--- src/swz_pkg.sv ---
// shared types and constants for the strided window zeroing block
// no dependencies; imported by every module under src

package swz_pkg;

  localparam int unsigned CFG_W     = 16;
  localparam int unsigned REG_IDX_W = 3;

  typedef enum logic [REG_IDX_W-1:0] {
    REG_FRAME_COLS = 3'd0,
    REG_FRAME_ROWS = 3'd1,
    REG_FIRST_COL  = 3'd2,
    REG_COL_STEP   = 3'd3,
    REG_COL_COUNT  = 3'd4,
    REG_FIRST_ROW  = 3'd5,
    REG_ROW_STEP   = 3'd6,
    REG_ROW_COUNT  = 3'd7
  } reg_idx_e;

  localparam logic [CFG_W-1:0] RST_FRAME_SIZE = 16'd1;
  localparam logic [CFG_W-1:0] RST_FIRST      = 16'd0;
  localparam logic [CFG_W-1:0] RST_STEP       = 16'd1;
  localparam logic [CFG_W-1:0] RST_COUNT      = 16'd0;

  // settings of one axis
  typedef struct packed {
    logic [CFG_W-1:0] size;
    logic [CFG_W-1:0] first;
    logic [CFG_W-1:0] step;
    logic [CFG_W-1:0] count;
  } axis_cfg_t;

  typedef struct packed {
    axis_cfg_t col;
    axis_cfg_t row;
  } cfg_t;

  // what one axis reports for the current position
  typedef struct packed {
    logic hit;
    logic last;
  } axis_status_t;

endpackage

--- src/strided_window_zeroing_top.sv ---
// top level of the strided window zeroing block
// depends on swz_pkg, swz_cfg_regs, swz_axis, swz_out_stage
//
// Samples of a frame arrive in row-major order on the slave stream, one per
// beat. Each beat leaves on the master stream with the same sample, or zero
// when its column and its row both fall on a strided window point; tuser
// flags a zeroed sample and tlast marks the last sample of a frame. Frames
// repeat without a restart.
// The result is registered: a beat taken at one edge is offered on the master
// side from the next. Throughput is one beat per cycle while the receiver
// takes beats, set by the single result register, which accepts a new beat in
// the same cycle its previous beat is taken.
// When the receiver stalls, the result register holds its beat and s tready
// drops until it is taken; nothing is lost or repeated.
// Reset clears the position counters and loads the default registers:
// one-by-one frame, window disabled. Registers are written through the
// plain write port and take effect at once; write them between frames.

module strided_window_zeroing_top #(
  parameter int unsigned SAMPLE_WIDTH = 32,
  parameter int unsigned COORD_WIDTH  = 16
) (
  input  logic                          clk_i,
  input  logic                          rst_ni,
  // config write port
  input  logic                          cfg_we_i,
  input  logic [swz_pkg::REG_IDX_W-1:0] cfg_idx_i,
  input  logic [swz_pkg::CFG_W-1:0]     cfg_data_i,
  // slave stream
  input  logic                          s_axis_tvalid_i,
  output logic                          s_axis_tready_o,
  input  logic [SAMPLE_WIDTH-1:0]       s_axis_tdata_i,   // [31:0] sample_in
  // master stream
  output logic                          m_axis_tvalid_o,
  input  logic                          m_axis_tready_i,
  output logic [SAMPLE_WIDTH-1:0]       m_axis_tdata_o,   // [31:0] sample_out
  output logic                          m_axis_tuser_o,   // [0] was_zeroed
  output logic                          m_axis_tlast_o    // frame_end
);
  import swz_pkg::*;

  cfg_t         cfg;
  axis_status_t col_st, row_st;
  logic         space, accept;

  assign s_axis_tready_o = space;
  assign accept          = s_axis_tvalid_i && space;

  swz_cfg_regs u_cfg (
    .clk_i      (clk_i),
    .rst_ni     (rst_ni),
    .cfg_we_i   (cfg_we_i),
    .cfg_idx_i  (cfg_idx_i),
    .cfg_data_i (cfg_data_i),
    .cfg_o      (cfg)
  );

  swz_axis #(.COORD_WIDTH(COORD_WIDTH)) u_col (
    .clk_i     (clk_i),
    .rst_ni    (rst_ni),
    .cfg_i     (cfg.col),
    .advance_i (accept),
    .status_o  (col_st)
  );

  // rows move only when the column counter wraps
  swz_axis #(.COORD_WIDTH(COORD_WIDTH)) u_row (
    .clk_i     (clk_i),
    .rst_ni    (rst_ni),
    .cfg_i     (cfg.row),
    .advance_i (accept && col_st.last),
    .status_o  (row_st)
  );

  swz_out_stage #(.SAMPLE_WIDTH(SAMPLE_WIDTH)) u_out (
    .clk_i           (clk_i),
    .rst_ni          (rst_ni),
    .load_i          (accept),
    .sample_i        (s_axis_tdata_i),
    .zero_i          (col_st.hit && row_st.hit),
    .frame_end_i     (col_st.last && row_st.last),
    .space_o         (space),
    .m_axis_tvalid_o (m_axis_tvalid_o),
    .m_axis_tready_i (m_axis_tready_i),
    .m_axis_tdata_o  (m_axis_tdata_o),
    .m_axis_tuser_o  (m_axis_tuser_o),
    .m_axis_tlast_o  (m_axis_tlast_o)
  );

  a_zeroed_is_zero: assert property (@(posedge clk_i) disable iff (!rst_ni)
    m_axis_tvalid_o && m_axis_tuser_o |-> m_axis_tdata_o == '0)
    else $error("zeroed beat carries nonzero data");

  a_accept_gives_result: assert property (@(posedge clk_i) disable iff (!rst_ni)
    s_axis_tvalid_i && s_axis_tready_o |=> m_axis_tvalid_o)
    else $error("accepted beat produced no result");

  a_no_overwrite: assert property (@(posedge clk_i) disable iff (!rst_ni)
    m_axis_tvalid_o && !m_axis_tready_i |-> !s_axis_tready_o)
    else $error("input taken while result register is stalled");

  a_wrap_needs_last: assert property (@(posedge clk_i) disable iff (!rst_ni)
    s_axis_tvalid_i && s_axis_tready_o && col_st.last && row_st.last
    |=> m_axis_tlast_o)
    else $error("frame end not flagged on last sample");

endmodule

--- src/swz_cfg_regs.sv ---
// configuration register file of the strided window zeroing block
// depends on swz_pkg

module swz_cfg_regs (
  input  logic                                clk_i,
  input  logic                                rst_ni,
  input  logic                                cfg_we_i,
  input  logic [swz_pkg::REG_IDX_W-1:0]       cfg_idx_i,
  input  logic [swz_pkg::CFG_W-1:0]           cfg_data_i,
  output swz_pkg::cfg_t                       cfg_o
);
  import swz_pkg::*;

  cfg_t cfg_q, cfg_d;

  always_comb begin
    cfg_d = cfg_q;
    if (cfg_we_i) begin
      unique case (reg_idx_e'(cfg_idx_i))
        REG_FRAME_COLS: cfg_d.col.size  = cfg_data_i;
        REG_FRAME_ROWS: cfg_d.row.size  = cfg_data_i;
        REG_FIRST_COL:  cfg_d.col.first = cfg_data_i;
        REG_COL_STEP:   cfg_d.col.step  = cfg_data_i;
        REG_COL_COUNT:  cfg_d.col.count = cfg_data_i;
        REG_FIRST_ROW:  cfg_d.row.first = cfg_data_i;
        REG_ROW_STEP:   cfg_d.row.step  = cfg_data_i;
        REG_ROW_COUNT:  cfg_d.row.count = cfg_data_i;
      endcase
    end
  end

  always_ff @(posedge clk_i or negedge rst_ni) begin
    if (!rst_ni) begin
      cfg_q.col.size  <= RST_FRAME_SIZE;
      cfg_q.col.first <= RST_FIRST;
      cfg_q.col.step  <= RST_STEP;
      cfg_q.col.count <= RST_COUNT;
      cfg_q.row.size  <= RST_FRAME_SIZE;
      cfg_q.row.first <= RST_FIRST;
      cfg_q.row.step  <= RST_STEP;
      cfg_q.row.count <= RST_COUNT;
    end else begin
      cfg_q <= cfg_d;
    end
  end

  assign cfg_o = cfg_q;

endmodule

--- src/swz_axis.sv ---
// position, stride phase and hit counters of one frame axis
// depends on swz_pkg

module swz_axis #(
  parameter int unsigned COORD_WIDTH = 16
) (
  input  logic                   clk_i,
  input  logic                   rst_ni,
  input  swz_pkg::axis_cfg_t     cfg_i,
  input  logic                   advance_i,
  output swz_pkg::axis_status_t  status_o
);
  import swz_pkg::*;

  localparam int unsigned CMP_W = ((COORD_WIDTH > CFG_W) ? COORD_WIDTH : CFG_W) + 1;

  logic [COORD_WIDTH-1:0] pos_q, pos_d;
  logic [COORD_WIDTH-1:0] phase_q, phase_d;
  logic [COORD_WIDTH-1:0] hits_q, hits_d;

  logic [CMP_W-1:0] pos_x, pos_inc_x, phase_inc_x, hits_x;
  logic [CMP_W-1:0] size_x, first_x, step_x, count_x;
  logic [COORD_WIDTH-1:0] phase_inc;
  logic at_first, last;

  always_comb begin
    // zero size or zero stride behaves as one
    size_x  = (cfg_i.size == '0) ? CMP_W'(1) : {{(CMP_W-CFG_W){1'b0}}, cfg_i.size};
    step_x  = (cfg_i.step == '0) ? CMP_W'(1) : {{(CMP_W-CFG_W){1'b0}}, cfg_i.step};
    first_x = {{(CMP_W-CFG_W){1'b0}}, cfg_i.first};
    count_x = {{(CMP_W-CFG_W){1'b0}}, cfg_i.count};

    pos_x     = {{(CMP_W-COORD_WIDTH){1'b0}}, pos_q};
    pos_inc_x = pos_x + CMP_W'(1);
    hits_x    = {{(CMP_W-COORD_WIDTH){1'b0}}, hits_q};

    phase_inc   = COORD_WIDTH'(phase_q + 1'b1);
    phase_inc_x = {{(CMP_W-COORD_WIDTH){1'b0}}, phase_inc};

    at_first = (pos_x >= first_x);
    last     = (pos_inc_x >= size_x);

    status_o.last = last;
    status_o.hit  = at_first && (phase_q == '0) && (hits_x < count_x);

    pos_d   = pos_q;
    phase_d = phase_q;
    hits_d  = hits_q;
    if (advance_i) begin
      if (last) begin
        pos_d   = '0;
        phase_d = '0;
        hits_d  = '0;
      end else begin
        if (at_first) begin
          if (phase_inc_x >= step_x) begin
            phase_d = '0;
            // hit count saturates at all ones
            if (hits_q != '1) hits_d = COORD_WIDTH'(hits_q + 1'b1);
          end else begin
            phase_d = phase_inc;
          end
        end
        pos_d = COORD_WIDTH'(pos_q + 1'b1);
      end
    end
  end

  always_ff @(posedge clk_i or negedge rst_ni) begin
    if (!rst_ni) begin
      pos_q   <= '0;
      phase_q <= '0;
      hits_q  <= '0;
    end else begin
      pos_q   <= pos_d;
      phase_q <= phase_d;
      hits_q  <= hits_d;
    end
  end

endmodule

--- src/swz_out_stage.sv ---
// result register with zeroing mux on the master side of the block
// depends on swz_pkg

module swz_out_stage #(
  parameter int unsigned SAMPLE_WIDTH = 32
) (
  input  logic                    clk_i,
  input  logic                    rst_ni,
  input  logic                    load_i,
  input  logic [SAMPLE_WIDTH-1:0] sample_i,
  input  logic                    zero_i,
  input  logic                    frame_end_i,
  output logic                    space_o,
  output logic                    m_axis_tvalid_o,
  input  logic                    m_axis_tready_i,
  output logic [SAMPLE_WIDTH-1:0] m_axis_tdata_o,
  output logic                    m_axis_tuser_o,
  output logic                    m_axis_tlast_o
);
  import swz_pkg::*;

  logic                    valid_q, valid_d;
  logic [SAMPLE_WIDTH-1:0] data_q;
  logic                    zero_q, last_q;

  // register is free when empty or its beat leaves this cycle
  assign space_o = !valid_q || m_axis_tready_i;

  always_comb begin
    valid_d = valid_q;
    if (load_i) valid_d = 1'b1;
    else if (m_axis_tready_i) valid_d = 1'b0;
  end

  always_ff @(posedge clk_i or negedge rst_ni) begin
    if (!rst_ni) begin
      valid_q <= 1'b0;
    end else begin
      valid_q <= valid_d;
    end
  end

  always_ff @(posedge clk_i) begin
    if (load_i) begin
      data_q <= zero_i ? '0 : sample_i;
      zero_q <= zero_i;
      last_q <= frame_end_i;
    end
  end

  assign m_axis_tvalid_o = valid_q;
  assign m_axis_tdata_o  = data_q;
  assign m_axis_tuser_o  = zero_q;
  assign m_axis_tlast_o  = last_q;

endmodule

--- config.mk ---
export PLATFORM = sky130hd
export DESIGN_NAME = strided_window_zeroing_top
export DESIGN_NICKNAME = d
export VERILOG_FILES = /design/src/swz_pkg.sv /design/src/strided_window_zeroing_top.sv /design/src/swz_cfg_regs.sv /design/src/swz_axis.sv /design/src/swz_out_stage.sv
export SDC_FILE = /design/constraint.sdc
export NUM_CORES = 1
export LEC_CHECK = 0
export ABC_AREA = 1
export ABC_CLOCK_PERIOD_IN_PS = 3750
export BUFFER_PORTS_ARGS = -buffer_cell sky130_fd_sc_hd__buf_2
export CAP_MARGIN = 20
export CORE_MARGIN = 2
export CORE_UTILIZATION = 35
export CTS_BUF_LIST = sky130_fd_sc_hd__clkbuf_8
export DETAILED_ROUTE_END_ITERATION = 8
export PLACE_DENSITY = 0.61
export SYNTH_ARGS = -nofsm -noshare
export SYNTH_HDL_FRONTEND = slang
export SYNTH_SLANG_ARGS = --single-unit
export TNS_END_PERCENT = 10
--- constraint.sdc ---
create_clock -name clk_i -period 3.75 [get_ports clk_i]
set_clock_uncertainty 0.1 [all_clocks]
set_input_delay 0.1875 -clock clk_i [delete_from_list [all_inputs] [get_ports clk_i]]
set_output_delay 0.1875 -clock clk_i [all_outputs]
set_load 0.05 [all_outputs]
### After elaboration in Yosys (flattened, before gate mapping)

Cells that the tools add are included.

| word-level totals | value |
|---|---|
| flip-flop bits (word level) | 259 |
| bits of input ports | 56 |

| cells by class | value |
|---|---|
| add/subtract/negate cells | 8 |
| $lt $le $gt $ge | 8 |
| equal/unequal tests | 9 |
| multiplexer cells | 22 |
| reduce and logical (&&, ||, !) cells | 36 |

Operators with widths:

| operator | number |
|---|---|
| 16-bit two-way mux | 20 |
| 16-bit by 1-bit adder with 16-bit output (second input constant) | 6 |
| 16-bit logical NOT | 6 |
| 16-bit by 1-bit adder with 17-bit output (second input constant) | 2 |
| 16-bit by 17-bit >= comparator with 1-bit output | 2 |
| 17-bit >= comparator | 2 |
| 16-bit >= comparator | 2 |
| 16-bit less-than comparator | 2 |
| 16-bit != test (second input constant) | 2 |
| 2-bit AND reduction | 10 |
| 2-bit nonzero test | 7 |
| 3-bit equality test (second input constant) | 4 |
| 1-bit logical AND | 8 |
| 4-bit AND reduction | 2 |
| 3-bit by 2-bit equality test with 1-bit output (second input constant) | 2 |
| 3-bit by 1-bit equality test with 1-bit output (second input constant) | 1 |
| 3-bit logical NOT | 1 |
| 1-bit two-way mux | 2 |
| 1-bit logical NOT | 1 |
| 1-bit logical OR | 1 |

### Depth between registers and ports, before layout

| logic depth | value |
|---|---|
| depth in word-level cells | 6 |
| depth in mapped cells | 21 |
| gate-level depth less buffers | 19 |

### Cells and area by module

A second synthesis with hierarchy kept.

| unflattened totals | value |
|---|---|
| cell total of the unflattened synthesis | 2128 |
| area, all modules | 16248.1 µm² |

By module, submodules not included:

| module | instances | cells an instance | area each (µm²) | seq. area each (µm²) |
|---|---|---|---|---|
| swz_cfg_regs | 1 | 579 | 5124.9 | 3208.1 |
| swz_axis at u_col | 1 | 725 | 4911.0 | 1201.2 |
| swz_axis at u_row | 1 | 710 | 4844.6 | 1201.2 |
| swz_out_stage | 1 | 106 | 1335.0 | 1046.0 |
| strided_window_zeroing_top | 1 | 8 | 32.5 | 0.0 |

### Worst setup path after synthesis

Ideal clock, no wire load.

| path | value |
|---|---|
| kind | register to register |
| start point | register u_out.valid_q (netlist: u_out.m_axis_tvalid_o) |
| end point | register u_out.data_q[0] (netlist: u_out.m_axis_tdata_o[0]), enable pin |
| arrival | 2.749 ns |
| path slack | 0.492 ns |
| cell stages (with the launch flop) | 6 |
| period minus slack after synthesis | 3.258 ns |
| cells stage by stage | dfrtp_1 > nand2_1 > nand2_1 > inv_1 > buf_2 > clkbuf_1 |

| between the ends | value |
|---|---|
| cells in the longest elaborated chain, start to end | 3 |

Ends and longest elaborated chain:

| what | RTL line | RTL |
|---|---|---|
| start: declaration | swz_out_stage.sv:22 | `logic valid_q, valid_d;` |
| start signal: assignment | swz_out_stage.sv:39 | `valid_q <= valid_d;` |
| 1-bit logical NOT | swz_out_stage.sv:27 | `assign space_o = !valid_q \|\| m_axis_tready_i;` |
| 1-bit logical OR | swz_out_stage.sv:27 |  |
| named net s_axis_tready_o | strided_window_zeroing_top.sv:31 | `output logic s_axis_tready_o,` |
| 1-bit logical AND | strided_window_zeroing_top.sv:47 | `assign accept = s_axis_tvalid_i && space;` |
| named net accept | strided_window_zeroing_top.sv:44 | `logic space, accept;` |
| end signal: assignment | swz_out_stage.sv:45 | `data_q <= zero_i ? '0 : sample_i;` |
| end: declaration | swz_out_stage.sv:23 | `logic [SAMPLE_WIDTH-1:0] data_q;` |

The timed path passes the listed nets, and every way through them passes these cells.
A chain may end at the register's enable or synchronous reset.

### Worst setup path in the final report

| path | value |
|---|---|
| start point | register u_row.pos_q[0] |
| end point | register u_row.hits_q[6] |

| between the ends | value |
|---|---|
| cells in the longest elaborated chain, start to end | 4 |
| elaborated cells between the ends (all ways) | 8 |
| classes of those cells | add/sub: 1; order compare: 2; mux: 1; reduce/logical: 4 |

Ends and longest elaborated chain:

| what | RTL line | RTL |
|---|---|---|
| start: declaration | swz_axis.sv:17 | `logic [COORD_WIDTH-1:0] pos_q, pos_d;` |
| start signal: assignment | swz_axis.sv:75 | `pos_q <= pos_d;` |
| 16-bit by 1-bit adder with 17-bit output | swz_axis.sv:34 | `pos_inc_x = pos_x + CMP_W'(1);` |
| 17-bit >= comparator | swz_axis.sv:41 | `last = (pos_inc_x >= size_x);` |
| 2-bit nonzero test (no line) | - |  |
| 4-bit AND reduction (no line) | - |  |
| end signal: assignment | swz_axis.sv:77 | `hits_q <= hits_d;` |
| end: declaration | swz_axis.sv:19 | `logic [COORD_WIDTH-1:0] hits_q, hits_d;` |

Parallel ways exist; a longest one is shown, timed or not.

==> results.py <==
metrics = {
    "run_status": {
        "status": "complete, but fails checks",
        "violations": "hold timing",
    },
    "clocking": {
        "numClockSinks": 259,
        "clk_path_buf_depth": 3,
        "cts_tree": "yes",
        "path_clk_slew_ns": 0.06,
        "root_buffer": "clkbuf_8",
        "clk_latency_ns": 0.64,
        "h-tree-depth": 2,
        "cts_buffers": 46,
    },
    "worst_setup_path": {
        "path_delay_family": "simple AND/OR/NAND/NOR gates",
        "path_buf_inv": 1,
        "cp.required_ns": 4.17,
        "cp-start-kind": "flip-flop",
        "cp-end-kind": "flip-flop",
        "crit_fanout": 13,
        "crit_path_top_delay_cell": "dfrtp_1",
        "arrival_ns": 3.85,
        "crit_path_frequent_cell": "nor2_1",
        "slowest_delay_ns": 0.42,
        "worstSetupPathType": "reg -> reg",
        "cp_cell_sequence": "ha_1 -> nand2_1 -> nor2_2 -> nand2_2 -> nor3_1 -> xor2_1 -> ha_1 -> a21oi_1 -> nor2_1 -> nor2_1 -> nand3_1 -> nor2_1 -> nand2_4 -> a21o_2 -> buf_4 -> nand3_1 -> nand2_1",
    },
    "layout": {
        "stdcell_area_um2": 18510,
        "fill_cells": 4469,
        "layout.nets": 2341,
        "utilization": 0.4176,
        "drive_gt1_frac": 0.1046,
        "syn_to_final_growth_pct": 17.33,
    },
    "synthesis": {
        "ys_seq_area_frac": 0.4221,
        "synth.avg_cell_area_um2": 7.921,
        "ys_ff_latch": 259,
        "yosys-top-cells-area": "dfrtp_1 (35%), nand2_1 (12%), ha_1 (11%), inv_1 (7.4%), edfxtp_1 (6.5%)",
        "synth_adder_area_share": 0.1063,
        "synthFlopType": "dfrtp_1",
        "netlist_area_um2": 15770,
        "syn_nets": 2181,
        "syn_inst": 1991,
        "ys_warn_count": 0,
        "yosysMostFrequentCell": "nand2_1",
        "synth_mux_area_frac": 0,
        "yosysTopAreaCellShare": 0.3507,
        "synthXorXnorAreaFrac": 0.03388,
        "synth_top_family_by_area": "simple AND/OR/NAND/NOR gates",
        "async_flop_share": 0.8687,
        "synth-edff-count": 34,
        "synth.distinct_cells": 44,
        "synthTopCellsByCount": "nand2_1 (492), inv_1 (312), dfrtp_1 (221), o21ai_0 (191), ha_1 (134)",
        "yosys.area.top_type": "dfrtp_1",
        "synth_compound_area_frac": 0.1065,
        "yosys.area_share.simple": 0.2382,
    },
    "timing": {
        "setup-violations-final": 0,
        "tightest_slew_ns": 0.9731,
        "fin_setup_tns_ns": 0,
        "clock.fmax_mhz": 290.8,
        "finalCriticalPeriod_ns": 3.438,
        "whs_ns": -0.007633,
        "finalHoldViolations": 4,
        "finalCritPeriodShare": 0.9169,
        "finalMaxSlewViolations": 0,
        "max-slew-margin-rel": 0.3497,
    },
    "grt": {
        "grt_usage": 0.1825,
        "antenna_found_initial": 1,
        "grt_pass1_vias": 13360,
        "grt_first_pass_wirelength_um": 68390,
        "grt-ovfl-total": 0,
        "grt_max_degree": 109,
    },
    "power": {
        "total_power_w": 0.01021,
        "power_density_nw_per_um2": 552.0,
        "vdd_drop_max_mv": 0.2431,
        "p_clk_frac": 0.280,
        "p_sw_frac": 0.3985,
        "p_int_w": 0.006144,
        "p_leak_nw": 9.477,
        "combPwrFrac": 0.357,
        "seq_power_share": 0.363,
        "p_sw_w": 0.004070,
    },
    "placed_design": {
        "place_area_um2": 16860,
        "dp_hpwl_um": 29650,
        "gp_congestion": 0.8595,
        "portBuffers": 91,
    },
    "floorplanning": {
        "die-area_um2": 46770,
        "coreArea_um2": 44320,
        "die_y_um": 216.3,
        "io_pins": 92,
        "row_count": 77,
        "start_util": 0.3559,
        "die_w_um": 216.3,
    },
    "detailed_routing": {
        "drt-initial-drc-count": 745,
        "wire_per_inst_um": 14.98,
        "vias": 13550,
        "drcViolationCount": 0,
        "routed_wirelength_um": 41690,
        "viasPerCell": 4.871,
        "ant_nets": 0,
        "drt_pass1_iterations": 5,
    },
    "hold_path": {
        "hold_path.class": "in -> async",
    },
    "run": {
        "maxCapViolCount": 0,
    },
}
[cell families (layout without fill, tap and decap cells)]
logic type / count (synthesis) / after routing
AND/OR/NAND/NOR: 858 / 858
buffers and inverters: 372 / 570
AO/OA/AOI/OAI: 307 / 307
flip-flops: 259 / 259
adder cells (fa/ha/maj): 134 / 134
XOR/XNOR: 61 / 61
other: 0 / 1
[registers in the layout, indices dropped and copies added (netlist names)]
name,count
u_out.m_axis_tlast_o,1
u_row.pos_q,16
u_row.phase_q,16
u_col.hits_q,16
u_col.pos_q,16
u_row.hits_q,16
u_cfg.cfg_o,128
u_out.m_axis_tvalid_o,1
u_out.m_axis_tuser_o,1
u_out.m_axis_tdata_o,32
u_col.phase_q,16
[layout by cell type, fill, tap and decap left out, types with 56 or more instances in the layout]
cell type / count
buf_2: 90
clkbuf_8: 57
dfrtp_1: 221
ha_1: 134
inv_1: 327
nand2_1: 492
nand3_1: 104
nor2_1: 113
o21ai_0: 191
xor2_1: 56
[routing by layer]
metal	GRT usage	vias to the layer above	wire length [um]	share of wire
met4	0.07831	0	1527	0.037
met1	0.2382	6373	18890	0.45
li1	-	6783	-	-
met2	0.2995	314	19140	0.46
met5	0	-	0	0
met3	0.02989	82	2132	0.051
[area by class of cell]
cell class              count  area [um^2]  share of cell area
well taps                 592        740.7             0.04003
repair buffers            168         1230             0.06646
diodes                      1        2.502           0.0001352
clock inverters            29        209.0             0.01129
multi-input cells        1360         7694              0.4158
inverters                 316         1189             0.06423
clock buffers              57        784.5             0.04239
flip-flops and latches    259         6656              0.3597
[path summary, 6_finish.rpt]
| kind | startpoint | end | slack, ns | cells after the start |
|---|---|---|---|---|
| max in group asynchronous | rst_ni | u_row.hits_q[0]$_DFFE_PN0P_ | 2.46 | 3 |
| min | rst_ni | u_col.pos_q[10]$_DFFE_PN0P_ | -0.008 | 2 |
| max reg2reg | u_row.pos_q[0]$_DFFE_PN0P_ | u_row.hits_q[6]$_DFFE_PN0P_ | 0.31 | 17 |
| max | u_row.pos_q[0]$_DFFE_PN0P_ | u_row.hits_q[6]$_DFFE_PN0P_ | 0.31 | 17 |
| min in group clk_i | cfg_idx_i[1] | u_cfg.cfg_o[11]$_DFFE_PN0P_ | 0.16 | 6 |
| min reg2reg | u_cfg.cfg_o[71]$_DFFE_PN0P_ | u_cfg.cfg_o[71]$_DFFE_PN0P_ | 0.38 | 2 |
[power groups by stage]
stage	registers [W]	clock network (W)	logic [W]
after floorplan	0.00374	0	0.00252
after global placement	0.00373	0	0.00346
after detailed placement	0.00375	0	0.00355
after CTS	0.00370	0.00297	0.00361
after global routing	0.00377	0.00307	0.00417
final	0.00371	0.00286	0.00365
[timing repair]
action / 4_1_cts / 5_1_grt
endpoints found under the hold margin: 171 / 0
resized for setup: 0 / 9
setup buffers: 0 / 6
endpoints found under the setup margin: 0 / 80
hold buffers: 53 / 0
[per-stage QoR]
| stage | instances | setup slack [ns] |
|---|---|---|
| floorplan | 1991 | 0.4916 |
| global placement | 2636 | 0.1390 |
| detailed placement | 2636 | 0.02371 |
| CTS | 2775 | 0.008320 |
| global route | 2781 | -0.005947 |
| finish | 2782 | 0.3116 |
Note: power is estimated with default switching activity, not from simulation.
